<file path="src/rtl/sidc_pkg.sv">
// Types, request codes and self-ID field constants for the self-ID checker.
`timescale 1ns / 1ps
package sidc_pkg;

  localparam logic [1:0] REQ_BUS_RESET = 2'd0;
  localparam logic [1:0] REQ_SELF_ID   = 2'd1;
  localparam logic [1:0] REQ_COMPLETE  = 2'd2;

  localparam int unsigned EXT_BIT_POS     = 23;
  localparam int unsigned CONTENDER_POS   = 11;
  localparam int unsigned LINK_ACTIVE_POS = 22;
  localparam logic [4:0]  SEQ_START       = 5'd23;
  localparam logic [1:0]  PORT_PARENT     = 2'b10;
  localparam logic [7:0]  RETRY_LIMIT_RST = 8'd20;

  localparam int unsigned IN_DATA_W  = 40;
  localparam int unsigned OUT_DATA_W = 56;

  typedef struct packed {
    logic [1:0]  req_type;
    logic        root_flag;
    logic [5:0]  phy_id;
    logic [31:0] sid_quadlet;
  } item_t;

  // Packed so that accepted lands in bit 0 of the output tdata.
  typedef struct packed {
    logic [31:0] generation;
    logic        gave_up;
    logic        reset_request;
    logic        is_root;
    logic        is_irm;
    logic [5:0]  irm_node;
    logic        irm_found;
    logic        check_ok;
    logic [6:0]  node_total;
    logic        accepted;
  } result_t;

  // One flag per port pair (bits 2..17): set where the port is coded parent.
  function automatic logic [7:0] parent_pairs(input logic [31:0] q);
    logic [7:0] pp;
    for (int b = 0; b < 8; b++) begin
      pp[b] = (q[2*b+2 +: 2] == PORT_PARENT);
    end
    return pp;
  endfunction

endpackage

</file>
<file path="src/rtl/sidc_core.sv">
// Round state and per-item evaluation of the self-ID checker.
`timescale 1ns / 1ps
module sidc_core (
  input  logic            clk_i,
  input  logic            rst_ni,
  input  logic            adv_i,
  input  sidc_pkg::item_t item_i,
  input  logic [7:0]      retry_limit_i,
  output sidc_pkg::result_t res_o
);
  import sidc_pkg::*;

  logic        in_reset_q, in_reset_d;
  logic [6:0]  exp_node_q, exp_node_d;
  logic [4:0]  ext_seq_q, ext_seq_d;
  logic        seq_failed_q, seq_failed_d;
  logic        parent_q, parent_d;
  logic        irm_valid_q, irm_valid_d;
  logic [5:0]  irm_id_q, irm_id_d;
  logic [7:0]  retry_q, retry_d;
  logic        root_q, root_d;
  logic [31:0] gen_q, gen_d;

  logic [31:0] q;
  logic [5:0]  id;
  logic [7:0]  pp;
  logic        ok;

  assign q  = item_i.sid_quadlet;
  assign id = q[29:24];
  assign pp = parent_pairs(q);
  assign ok = !seq_failed_q && !parent_q && (exp_node_q != 7'd0);

  always_comb begin
    in_reset_d   = in_reset_q;
    exp_node_d   = exp_node_q;
    ext_seq_d    = ext_seq_q;
    seq_failed_d = seq_failed_q;
    parent_d     = parent_q;
    irm_valid_d  = irm_valid_q;
    irm_id_d     = irm_id_q;
    retry_d      = retry_q;
    root_d       = root_q;
    gen_d        = gen_q;
    res_o        = '0;

    unique case (item_i.req_type)
      REQ_BUS_RESET: begin
        if (!in_reset_q) begin
          res_o.accepted = 1'b1;
          in_reset_d     = 1'b1;
          exp_node_d     = '0;
          ext_seq_d      = SEQ_START;
          seq_failed_d   = 1'b0;
          parent_d       = 1'b0;
          irm_valid_d    = 1'b0;
          irm_id_d       = '0;
        end
      end
      REQ_SELF_ID: begin
        if (in_reset_q) begin
          res_o.accepted = 1'b1;
          if (!seq_failed_q) begin
            if (!q[EXT_BIT_POS]) begin
              if ({1'b0, id} != exp_node_q) begin
                seq_failed_d = 1'b1;
              end else begin
                exp_node_d = exp_node_q + 7'd1;
                ext_seq_d  = '0;
                if (q[CONTENDER_POS] && q[LINK_ACTIVE_POS]) begin
                  irm_valid_d = 1'b1;
                  irm_id_d    = id;
                end
                parent_d = |pp[2:0];
              end
            end else begin
              if (exp_node_q == 7'd0 || {1'b0, id} != (exp_node_q - 7'd1) ||
                  {2'b00, q[22:20]} != ext_seq_q) begin
                seq_failed_d = 1'b1;
              end else begin
                ext_seq_d = ext_seq_q + 5'd1;
                parent_d  = parent_q || (|pp);
              end
            end
          end
        end
      end
      REQ_COMPLETE: begin
        res_o.accepted  = 1'b1;
        in_reset_d      = 1'b0;
        root_d          = item_i.root_flag;
        res_o.check_ok  = ok;
        res_o.node_total = ok ? exp_node_q : 7'd0;
        if (!ok && retry_q < retry_limit_i) begin
          retry_d             = retry_q + 8'd1;
          res_o.reset_request = 1'b1;
          // retry reopens the round at once
          in_reset_d   = 1'b1;
          exp_node_d   = '0;
          ext_seq_d    = SEQ_START;
          seq_failed_d = 1'b0;
          parent_d     = 1'b0;
          irm_valid_d  = 1'b0;
          irm_id_d     = '0;
        end else begin
          res_o.gave_up = !ok;
          res_o.is_irm  = irm_valid_q && (irm_id_q == item_i.phy_id);
          retry_d       = '0;
          gen_d         = gen_q + 32'd1;
        end
      end
      default: begin
      end
    endcase

    // completion reports the IRM of the round just closed, others the new state
    if (item_i.req_type == REQ_COMPLETE) begin
      res_o.irm_found = irm_valid_q;
      res_o.irm_node  = irm_valid_q ? irm_id_q : 6'd0;
    end else begin
      res_o.irm_found = irm_valid_d;
      res_o.irm_node  = irm_valid_d ? irm_id_d : 6'd0;
    end
    res_o.is_root    = root_d;
    res_o.generation = gen_d;
  end

  always_ff @(posedge clk_i or negedge rst_ni) begin
    if (!rst_ni) begin
      in_reset_q   <= 1'b0;
      exp_node_q   <= '0;
      ext_seq_q    <= SEQ_START;
      seq_failed_q <= 1'b0;
      parent_q     <= 1'b0;
      irm_valid_q  <= 1'b0;
      irm_id_q     <= '0;
      retry_q      <= '0;
      root_q       <= 1'b0;
      gen_q        <= '0;
    end else if (adv_i) begin
      in_reset_q   <= in_reset_d;
      exp_node_q   <= exp_node_d;
      ext_seq_q    <= ext_seq_d;
      seq_failed_q <= seq_failed_d;
      parent_q     <= parent_d;
      irm_valid_q  <= irm_valid_d;
      irm_id_q     <= irm_id_d;
      retry_q      <= retry_d;
      root_q       <= root_d;
      gen_q        <= gen_d;
    end
  end

endmodule

</file>
<file path="src/rtl/self_id_sequence_checker_top.sv">
// Top level of the self-ID sequence checker: stream ports, input and result registers.
//
//  channel   dir  handshake              payload
//  s_axis    in   tvalid/tready          tdata: quadlet, phy id, root flag; tuser: request
//  m_axis    out  tvalid/tready          tdata: check result
//  cfg       in   cfg_we_i (no wait)     cfg_wdata_i: retry limit
//
// One transfer in and one out per cycle while the output is not stalled; each item
// passes through the input register, then its result sits in the output register.
// Evaluation and state update are one pass of compares and flag updates.
// A stalled output holds; the input register still refills once the result
// register drains. Reset clears round state and generation and sets the retry limit (20).
`timescale 1ns / 1ps
module self_id_sequence_checker_top (
  input  logic        clk_i,
  input  logic        rst_ni,
  input  logic        s_axis_tvalid,
  output logic        s_axis_tready,
  // [31:0] sid_quadlet, [37:32] phy_id, [38] root_flag
  input  logic [sidc_pkg::IN_DATA_W-1:0] s_axis_tdata,
  // [1:0] req_type
  input  logic [1:0]  s_axis_tuser,
  output logic        m_axis_tvalid,
  input  logic        m_axis_tready,
  // [0] accepted, [7:1] node_total, [8] check_ok, [9] irm_found, [15:10] irm_node,
  // [16] is_irm, [17] is_root, [18] reset_request, [19] gave_up, [51:20] generation
  output logic [sidc_pkg::OUT_DATA_W-1:0] m_axis_tdata,
  input  logic        cfg_we_i,
  input  logic [7:0]  cfg_wdata_i
);
  import sidc_pkg::*;

  logic    in_valid_q;
  item_t   in_q;
  logic    out_valid_q;
  result_t out_q;
  result_t res;
  logic    adv;
  logic    s_xfer;
  logic [7:0] retry_limit_q;

  assign adv           = in_valid_q && (!out_valid_q || m_axis_tready);
  assign s_axis_tready = !in_valid_q || adv;
  assign s_xfer        = s_axis_tvalid && s_axis_tready;

  always_ff @(posedge clk_i or negedge rst_ni) begin
    if (!rst_ni) begin
      in_valid_q  <= 1'b0;
      out_valid_q <= 1'b0;
    end else begin
      if (s_xfer) begin
        in_valid_q <= 1'b1;
      end else if (adv) begin
        in_valid_q <= 1'b0;
      end
      if (adv) begin
        out_valid_q <= 1'b1;
      end else if (m_axis_tready) begin
        out_valid_q <= 1'b0;
      end
    end
  end

  always_ff @(posedge clk_i) begin
    if (s_xfer) begin
      in_q <= {s_axis_tuser, s_axis_tdata[38:0]};
    end
    if (adv) begin
      out_q <= res;
    end
  end

  always_ff @(posedge clk_i or negedge rst_ni) begin
    if (!rst_ni) begin
      retry_limit_q <= RETRY_LIMIT_RST;
    end else if (cfg_we_i) begin
      retry_limit_q <= cfg_wdata_i;
    end
  end

  sidc_core u_core (
    .clk_i         (clk_i),
    .rst_ni        (rst_ni),
    .adv_i         (adv),
    .item_i        (in_q),
    .retry_limit_i (retry_limit_q),
    .res_o         (res)
  );

  assign m_axis_tvalid = out_valid_q;
  assign m_axis_tdata  = {4'b0000, out_q};

endmodule

</file>
<file path="config.mk">
export PLATFORM = sky130hd
export DESIGN_NAME = self_id_sequence_checker_top
export DESIGN_NICKNAME = d
export VERILOG_FILES = /design/src/rtl/sidc_pkg.sv /design/src/rtl/sidc_core.sv /design/src/rtl/self_id_sequence_checker_top.sv
export SDC_FILE = /design/constraint.sdc
export NUM_CORES = 1
export LEC_CHECK = 0
export BUFFER_PORTS_ARGS = -buffer_cell sky130_fd_sc_hd__buf_2
export CORE_ASPECT_RATIO = 0.5
export CORE_MARGIN = 3
export CORE_UTILIZATION = 50
export DETAILED_ROUTE_END_ITERATION = 6
export PLACE_DENSITY = 0.77
export SYNTH_ARGS = -nofsm -noshare
export SYNTH_HDL_FRONTEND = slang
export SYNTH_SLANG_ARGS = --single-unit
</file>
<file path="constraint.sdc">
create_clock -name clk_i -period 9.6 [get_ports clk_i]
set_clock_uncertainty 0.1 [all_clocks]
set_input_delay 0.48 -clock clk_i [delete_from_list [all_inputs] [get_ports clk_i]]
set_output_delay 0.48 -clock clk_i [all_outputs]
set_load 0.02 [all_outputs]
</file>
==> metrics.md, run 1 <==
| Metric | Value |
|---|---|
| Run status | finished, violations left |
| Failing checks | DRC |
| Max-Cap Viols | 0 |
| Metal-1 WL | 6.79 mm |
| Clk pin slew, worst setup/hold paths | 70 ps |
| First-pass GRT wire length | 24.1 mm |
| Worst path required time | ~9900 ps |
| Crit path max fanout | 20 |
| Later-pin clock latency in the skew report | 430 ps |
| Synth unique cells | 62 |
| Post-synth EDFFs | 87 |
| Drt via density | roughly 5.4 |
| Post-synth top flop | edfxtp_1 |
| Post-Synthesis Cells | 612 |
| Post-layout net count | 782 |
| Async S/R FF share, synth | 0.456 |
| Crit path DAT | 3540 ps |
| Layout cells sized above 1 | 0.216 |
| Die area | 0.0162 sq mm |
| Slew headroom | 0.362 |
| WL met3 | 812 microns |
| Yosys warning count | 0 |
| Avg WL per Cell | ~16 microns |
| Worst path max stage delay | ~700 ps |
| Post-synthesis sequential area ratio | 0.606 |
| Area Growth Syn to Fin | 18.0% |
| Remaining antenna violation count | 0 |
| Crit. End Element | register |
| WHS | 123 ps |
| Initial antenna violation count | 0 |
| Post-route setup TNS | 0 ps |
| Vias in the first global route | approximately 4.8k |
| Setup Buffers After CTS | 0 |
| Post-DP HPWL | 9.67 mm |
| Critical path cell sequence | inv_1 > ha_1 > a211o_1 > a31oi_1 > o311a_1 > o2111ai_1 > or4_1 > a21oi_1 |
| CTS buffer count | 17 |
| Largest net degree at the start of global routing | 74 |
| CTS tree | done |
| Congestion Overflow GR | 0 |
| F_max | a little over 0.3 GHz |
| Detail Route met2 WL | between 6 and 7 mm |
| Starting DRT DRC Count | ~320 |
| Power per cell area | approximately 220 mW/mm^2 |
| Fin crit period | 3300 ps |
| Clk root buf | clkbuf_16 |
| # diodes | 0 |
| Final instance area | just under 0.009 sq mm |
| Worst Hold Class | in2reg |
| CTS-repair resized insts | 0 |
| IO Pins | ~110 |
| Final Max Slew Viols | 0 |
| Chip height | 91.7 microns |
| Crit start category | register |
| Core area | 0.0139 sq mm |
| Via Count | 4,976 |
| Mean Syn Cell Area | 12.0 sq um |
| Cell Area, Placed | about 0.0080 sq mm |
| Worst path slowest cell | o311a_1 |
| Final setup vio count | 0 |
| Core Rows | 30 |
| FF+latch count, synth | 160 |
| Final GP Congestion | 0.849 |
| RSZ-0062 raised after global routing | no |
| CTS Buffer Depth | 2 |
| Clock Sinks | 160 |
| Starting Density | 0.527 |
| Buffers added on ports | 101 |
| DRC Markers | 3 |
| Leak | 3.69 nW |
| Critical path type | reg2reg |
| Max VDD drop | approximately 0.1 mV |
| Die Width | 177 microns |
| Final Hold Fails | 0 |
| DRT Wirelength | 14.6 mm |
| Mapped Area | 0.00734 sq mm |
| Slew @ Worst Pin | 957 ps |
| H-tree levels | 4 |
| Detailed-router iteration count before antenna repair | 7 |
| Final Cycle Share | 0.343 |
| Max layer used | met4 |
| CTS Hold Bufs | 0 |
| GRT Util Overall | 0.189 |
## where the power goes
group | internal (mW) | switching, mW | leakage, nW | total [mW]
combinational | 0.101 | 0.172 | 1.55 | 0.273
clock | 0.494 | 0.283 | 0.325 | 0.777
sequential | 0.798 | 0.0520 | 1.82 | 0.850
## sequential cells by signal, indices dropped and copies added, names as in the netlist, 5 cells and up
signal             cells
m_axis_tdata          52
in_q                  35
u_core.gen_q          32
retry_limit_q          8
u_core.retry_q         8
u_core.exp_node_q      7
u_core.irm_id_q        6
u_core.ext_seq_q       5
## routing by layer
layer | vias to the layer above | global-route usage
met5 | - | 0
met4 | 0 | 0.0672
met3 | 23 | 0.0414
met2 | 149 | 0.294
met1 | 2419 | 0.263
li1 | 2385 | -
## cell type report
type	count	area [sq um]
multi-input cells	400	2640
inverters	30	113
clock inverters	14	253
clock buffers	18	429
flip-flops and latches	160	4450
repair buffers	105	536
well taps	192	240
fillers	1091	5270
## Yosys cell counts, types with 2 or more instances
master	n	share of area
a31oi_1	2	0.0017
inv_1	30	0.015
nor3_1	15	0.010
buf_6	3	0.0046
mux2_2	3	0.0046
o22ai_1	2	0.0017
a21oi_1	14	0.0096
a41oi_1	3	0.0036
clkbuf_1	8	0.0041
and4_1	2	0.0024
and3_1	9	0.0077
nor4_1	6	0.0051
mux2i_1	2	0.0027
buf_4	7	0.0072
o31ai_1	3	0.0031
or3_1	8	0.0068
a22o_1	7	0.0084
nor2_1	41	0.021
nand2b_1	4	0.0034
o21ai_0	19	0.013
buf_1	3	0.0015
nor4b_1	4	0.0048
nand2_1	63	0.032
nand3_1	21	0.014
dfrtp_1	67	0.23
and2_1	7	0.0060
o211ai_1	2	0.0020
nand4_1	21	0.018
xnor2_1	50	0.060
or4_1	4	0.0041
ha_1	13	0.022
buf_2	4	0.0027
nor2b_1	3	0.0026
xor2_1	37	0.044
dfstp_2	6	0.021
edfxtp_1	87	0.36
a32o_1	7	0.0096
## through the flow
stage | worst slack [ps] | cells | util | total power, mW
floorplan | 6390 | 615 | - | 1.05
global placement | 6400 | 887 | 0.573 | 1.13
detailed placement | 6340 | 887 | 0.573 | 1.14
CTS | 6310 | 919 | 0.622 | 1.91
global route | 6000 | 919 | 0.622 | 1.98
finish | 6300 | 919 | 0.622 | 1.90
## layout by cell type (no fill, tap or decap), types with 6 or more instances in the layout
cell,count
clkbuf_16,17
and3_1,9
and2_1,6
or3_1,8
nand4_1,21
dfrtp_1,67
bufinv_16,6
xnor2_1,50
ha_1,13
nor4_1,6
nor3_1,15
a22o_1,7
edfxtp_1,87
buf_2,101
o21ai_0,19
nor2_1,41
a32o_1,7
inv_1,29
nand3_1,21
a21oi_1,14
dfstp_2,6
xor2_1,37
nand2_1,63
## path summary, 6_finish.rpt
kind / depth (start not counted) / startpoint / slack [ps] / end
setup / recovery: 8 / retry_limit_q[2]$_DFFE_PN1P_ / 6300 / u_core.exp_node_q[5]$_DFFE_PN0P_
hold / removal: 1 / s_axis_tdata[32] / 120 / in_q[32]$_DFFE_PP_
setup reg to reg: 8 / retry_limit_q[2]$_DFFE_PN1P_ / 6300 / u_core.exp_node_q[5]$_DFFE_PN0P_
hold reg to reg: 2 / u_core.ext_seq_q[4]$_DFFE_PN1P_ / 370 / u_core.ext_seq_q[4]$_DFFE_PN1P_
max in group asynchronous: 2 / rst_ni / 8590 / u_core.ext_seq_q[3]$_DFFE_PN0P_
min in group asynchronous: 2 / rst_ni / 170 / u_core.gen_q[13]$_DFFE_PN0P_
## critical path: cells and delay by family (launching register included)
kind            cells  cell delay [ps]
buf+inv             1               50
compound gates      5             1700
fa+ha+maj           1              300
simple gates        1              550
flops               1              510
## cell families (layout without fill, tap and decap cells)
kind of cell,count (synthesis),after routing,share of synthesized area
AOI/OAI and AO/OA,72,72,0.0682
buffers and inverters,55,167,0.0355
DFF,160,160,0.606
and+or+nand+nor,218,218,0.154
xor gates and xnor gates,88,88,0.106
adders and majority gates,13,13,0.0222
other,1,4,0.000511
muxes,5,5,0.00733
Note: power is estimated with default switching activity, not from simulation.
==> run 2: changes to the inputs <==
==> constraint.sdc (replaced) <==
create_clock -name clk_i -period 3.4 [get_ports clk_i]
set_clock_uncertainty 0.1 [all_clocks]
set_input_delay 0.17 -clock clk_i [delete_from_list [all_inputs] [get_ports clk_i]]
set_output_delay 0.17 -clock clk_i [all_outputs]
set_load 0.02 [all_outputs]
==> run 2 against run 1 <==
Effect of this change: the flow still finishes with violations (DRC); critical path depth unchanged; clock power rose by 150%; die area unchanged; count of clock-buffer cells in the layout is 1 higher; combinational power increased to 3.1 times the previous value; first-iteration DRC count increased by 11%; via count increased by 4.3%; sequential share of layout area shrank 3.0 points; worst hold slack worse by 88 ps; total power increased to 2.7 times the previous value; routed wire length up 6.7%; largest cell class unchanged; largest power group unchanged.
==> metrics.md, run 2 (same netlist as run 1, synthesis figures left out) <==
| Metric | Value |
|---|---|
| Core area | 0.0139 sq mm |
| Starting Density | 0.527 |
| Clock Sinks | between 150 and 200 |
| Slew headroom | 0.426 |
| Congestion Overflow GR | 0 |
| Final setup vio count | 0 |
| Clk pin slew, worst setup/hold paths | 60 ps |
| Detailed-router iteration count before antenna repair | 7 |
| Avg WL per Cell | 15.8 microns |
| Remaining antenna violation count | 0 |
| Final Cycle Share | 0.809 |
| Starting DRT DRC Count | roughly 360 |
| Final Hold Fails | 0 |
| Crit path DAT | 2960 ps |
| Initial antenna violation count | 0 |
| Die area | 0.0162 sq mm |
| Clock power frac | 0.372 |
| F_max | approximately 0.36 GHz |
| Sw Pwr | 1.47 mW |
| Failing checks | DRC |
| Post-layout net count | 845 |
| Sw Share | 0.283 |
| H-tree levels | 4 |
| Final Max Slew Viols | 0 |
| Post-DP HPWL | 10.0 mm |
| CTS-repair resized insts | 0 |
| Leak | 3.92 nW |
| Run status | finished, violations left |
| DRC Markers | 1 |
| Most frequent cells in the layout | 101 x buf_2, 87 x edfxtp_1, 67 x dfrtp_1 |
| Via Count | 5,192 |
| GRT Util Overall | 0.202 |
| Area Growth Syn to Fin | 25.4% |
| Largest net degree at the start of global routing | 53 |
| WHS Endpoint | retry_limit_q[5]$_DFFE_PN0P_ |
| Vias in the first global route | 5,213 |
| Power per cell area | 564 mW/mm^2 |
| Slew @ Worst Pin | 861 ps |
| Cell depth of the worst min-delay path | 2 |
| Final Non-Filler Cells | between 900 and 1k |
| FF-to-FF End | u_core.parent_q$_DFFE_PN0P_ |
| Core Rows | 30 |
| Chip height | 91.7 microns |
| Crit path max fanout | 7 |
| Max-Cap Viols | 0 |
| Crit start category | register |
| Delay-heaviest family, CP | simple AND/OR/NAND/NOR gates |
| Die Width | about 180 microns |
| Sequential share of power | 0.463 |
| Fin crit period | 2750 ps |
| Buffers added on ports | 101 |
| Hold Crit Start | cfg_we_i |
| Drt via density | between 5 and 6 |
| Max VDD drop | about 0.4 mV |
| DRT Wirelength | 15.5 mm |
| IO Pins | 113 |
| Comb pwr share | 0.165 |
| Dpl cells | slightly below 900 |
| Later-pin clock latency in the skew report | 430 ps |
| Int Pwr | 3.72 mW |
| Worst R2R Start | u_core.exp_node_q[0]$_DFFE_PN0P_ |
| Critical path type | reg2reg |
| Flop2flop setup slack | 650 ps |
| Worst Hold Class | in2reg |
| Worst path max stage delay | roughly 480 ps |
| Largest register FFs | between 50 and 60 |
| # diodes | 0 |
| Critical path cell sequence | inv_1 > ha_1 > xor2_1 > nand4_1 > nor4_1 > a41oi_1 > nor2_2 > mux2_2 |
| Final GP Congestion | 0.846 |
| RSZ-0062 raised after global routing | no |
| CTS Buffer Depth | 2 |
| First-pass GRT wire length | 25.9 mm |
| Crit path buffers/inverters | 1 |
| Worst path required time | approximately 3600 ps |
| CTS tree | done |
| Layout cells sized above 1 | 0.208 |
| Worst path slowest cell | dfrtp_1 |
| Crit. End Element | register |
| Clk root buf | clkbuf_16 |
| CTS buffer count | 17 |
| # fillers | 1,029 |
| Commonest non-fill, non-tap cell in the layout | buf_2 |
| Post-route setup TNS | 0 ps |
| Worst Reg-to-Reg Cells | 8 |
-- run 2: per-stage QoR --
stage	hold slack, ps	setup WS (ps)	instance area [sq um]	util	power (mW)
after global placement	77.3	709	8040	0.577	3.20
final	34.8	650	9200	0.660	5.18
after global routing	44.0	406	9200	0.660	5.42
after detailed placement	84.6	668	8040	0.577	3.23
after floorplan	-226	206	7350	-	2.96
after CTS	0.635	662	9200	0.660	5.21
-- run 2: metal layers --
layer / up-vias / part of all wire / track usage
li1: 2510 / - / -
met1: 2514 / 0.45 / 0.273
met2: 151 / 0.48 / 0.330
met3: 17 / 0.056 / 0.0496
met4: 0 / 0.012 / 0.0516
met5: - / 0 / 0
-- run 2: worst max-delay path by stage --
stage | start | endpoint | cells after the start
floorplan | m_axis_tvalid$_DFFE_PN0P_ | u_core.gen_q[29]$_DFFE_PN0P_ | 7
global placement | u_core.exp_node_q[0]$_DFFE_PN0P_ | m_axis_tdata[34]$_DFFE_PP_ | 9
detailed placement | u_core.exp_node_q[0]$_DFFE_PN0P_ | u_core.parent_q$_DFFE_PN0P_ | 8
CTS | u_core.exp_node_q[0]$_DFFE_PN0P_ | u_core.parent_q$_DFFE_PN0P_ | 8
global route | u_core.exp_node_q[0]$_DFFE_PN0P_ | u_core.parent_q$_DFFE_PN0P_ | 8
finish | u_core.exp_node_q[0]$_DFFE_PN0P_ | u_core.parent_q$_DFFE_PN0P_ | 8
-- run 2: final cells by class --
type                    count  area, sq um  area share
inverters                  30          113      0.0122
clock inverters            13          151      0.0165
repair buffers            168         1160       0.126
well taps                 192          240      0.0261
clock buffers              19          443      0.0482
multi-input cells         400         2640       0.287
flip-flops and latches    160         4450       0.484
-- run 2: repair_timing --
action | CTS | global route
hold buffers | 56 | 0
endpoints found under the hold margin | 67 | 0
buffers inserted | 0 | 0
-- run 2: power by group through the flow --
stage	logic [mW]	registers, mW	clock network [mW]
after global placement	0.769	2.43	0
after detailed placement	0.792	2.43	0
final	0.856	2.40	1.93
after global routing	0.945	2.42	2.05
after CTS	0.854	2.40	1.95
after floorplan	0.493	2.46	0
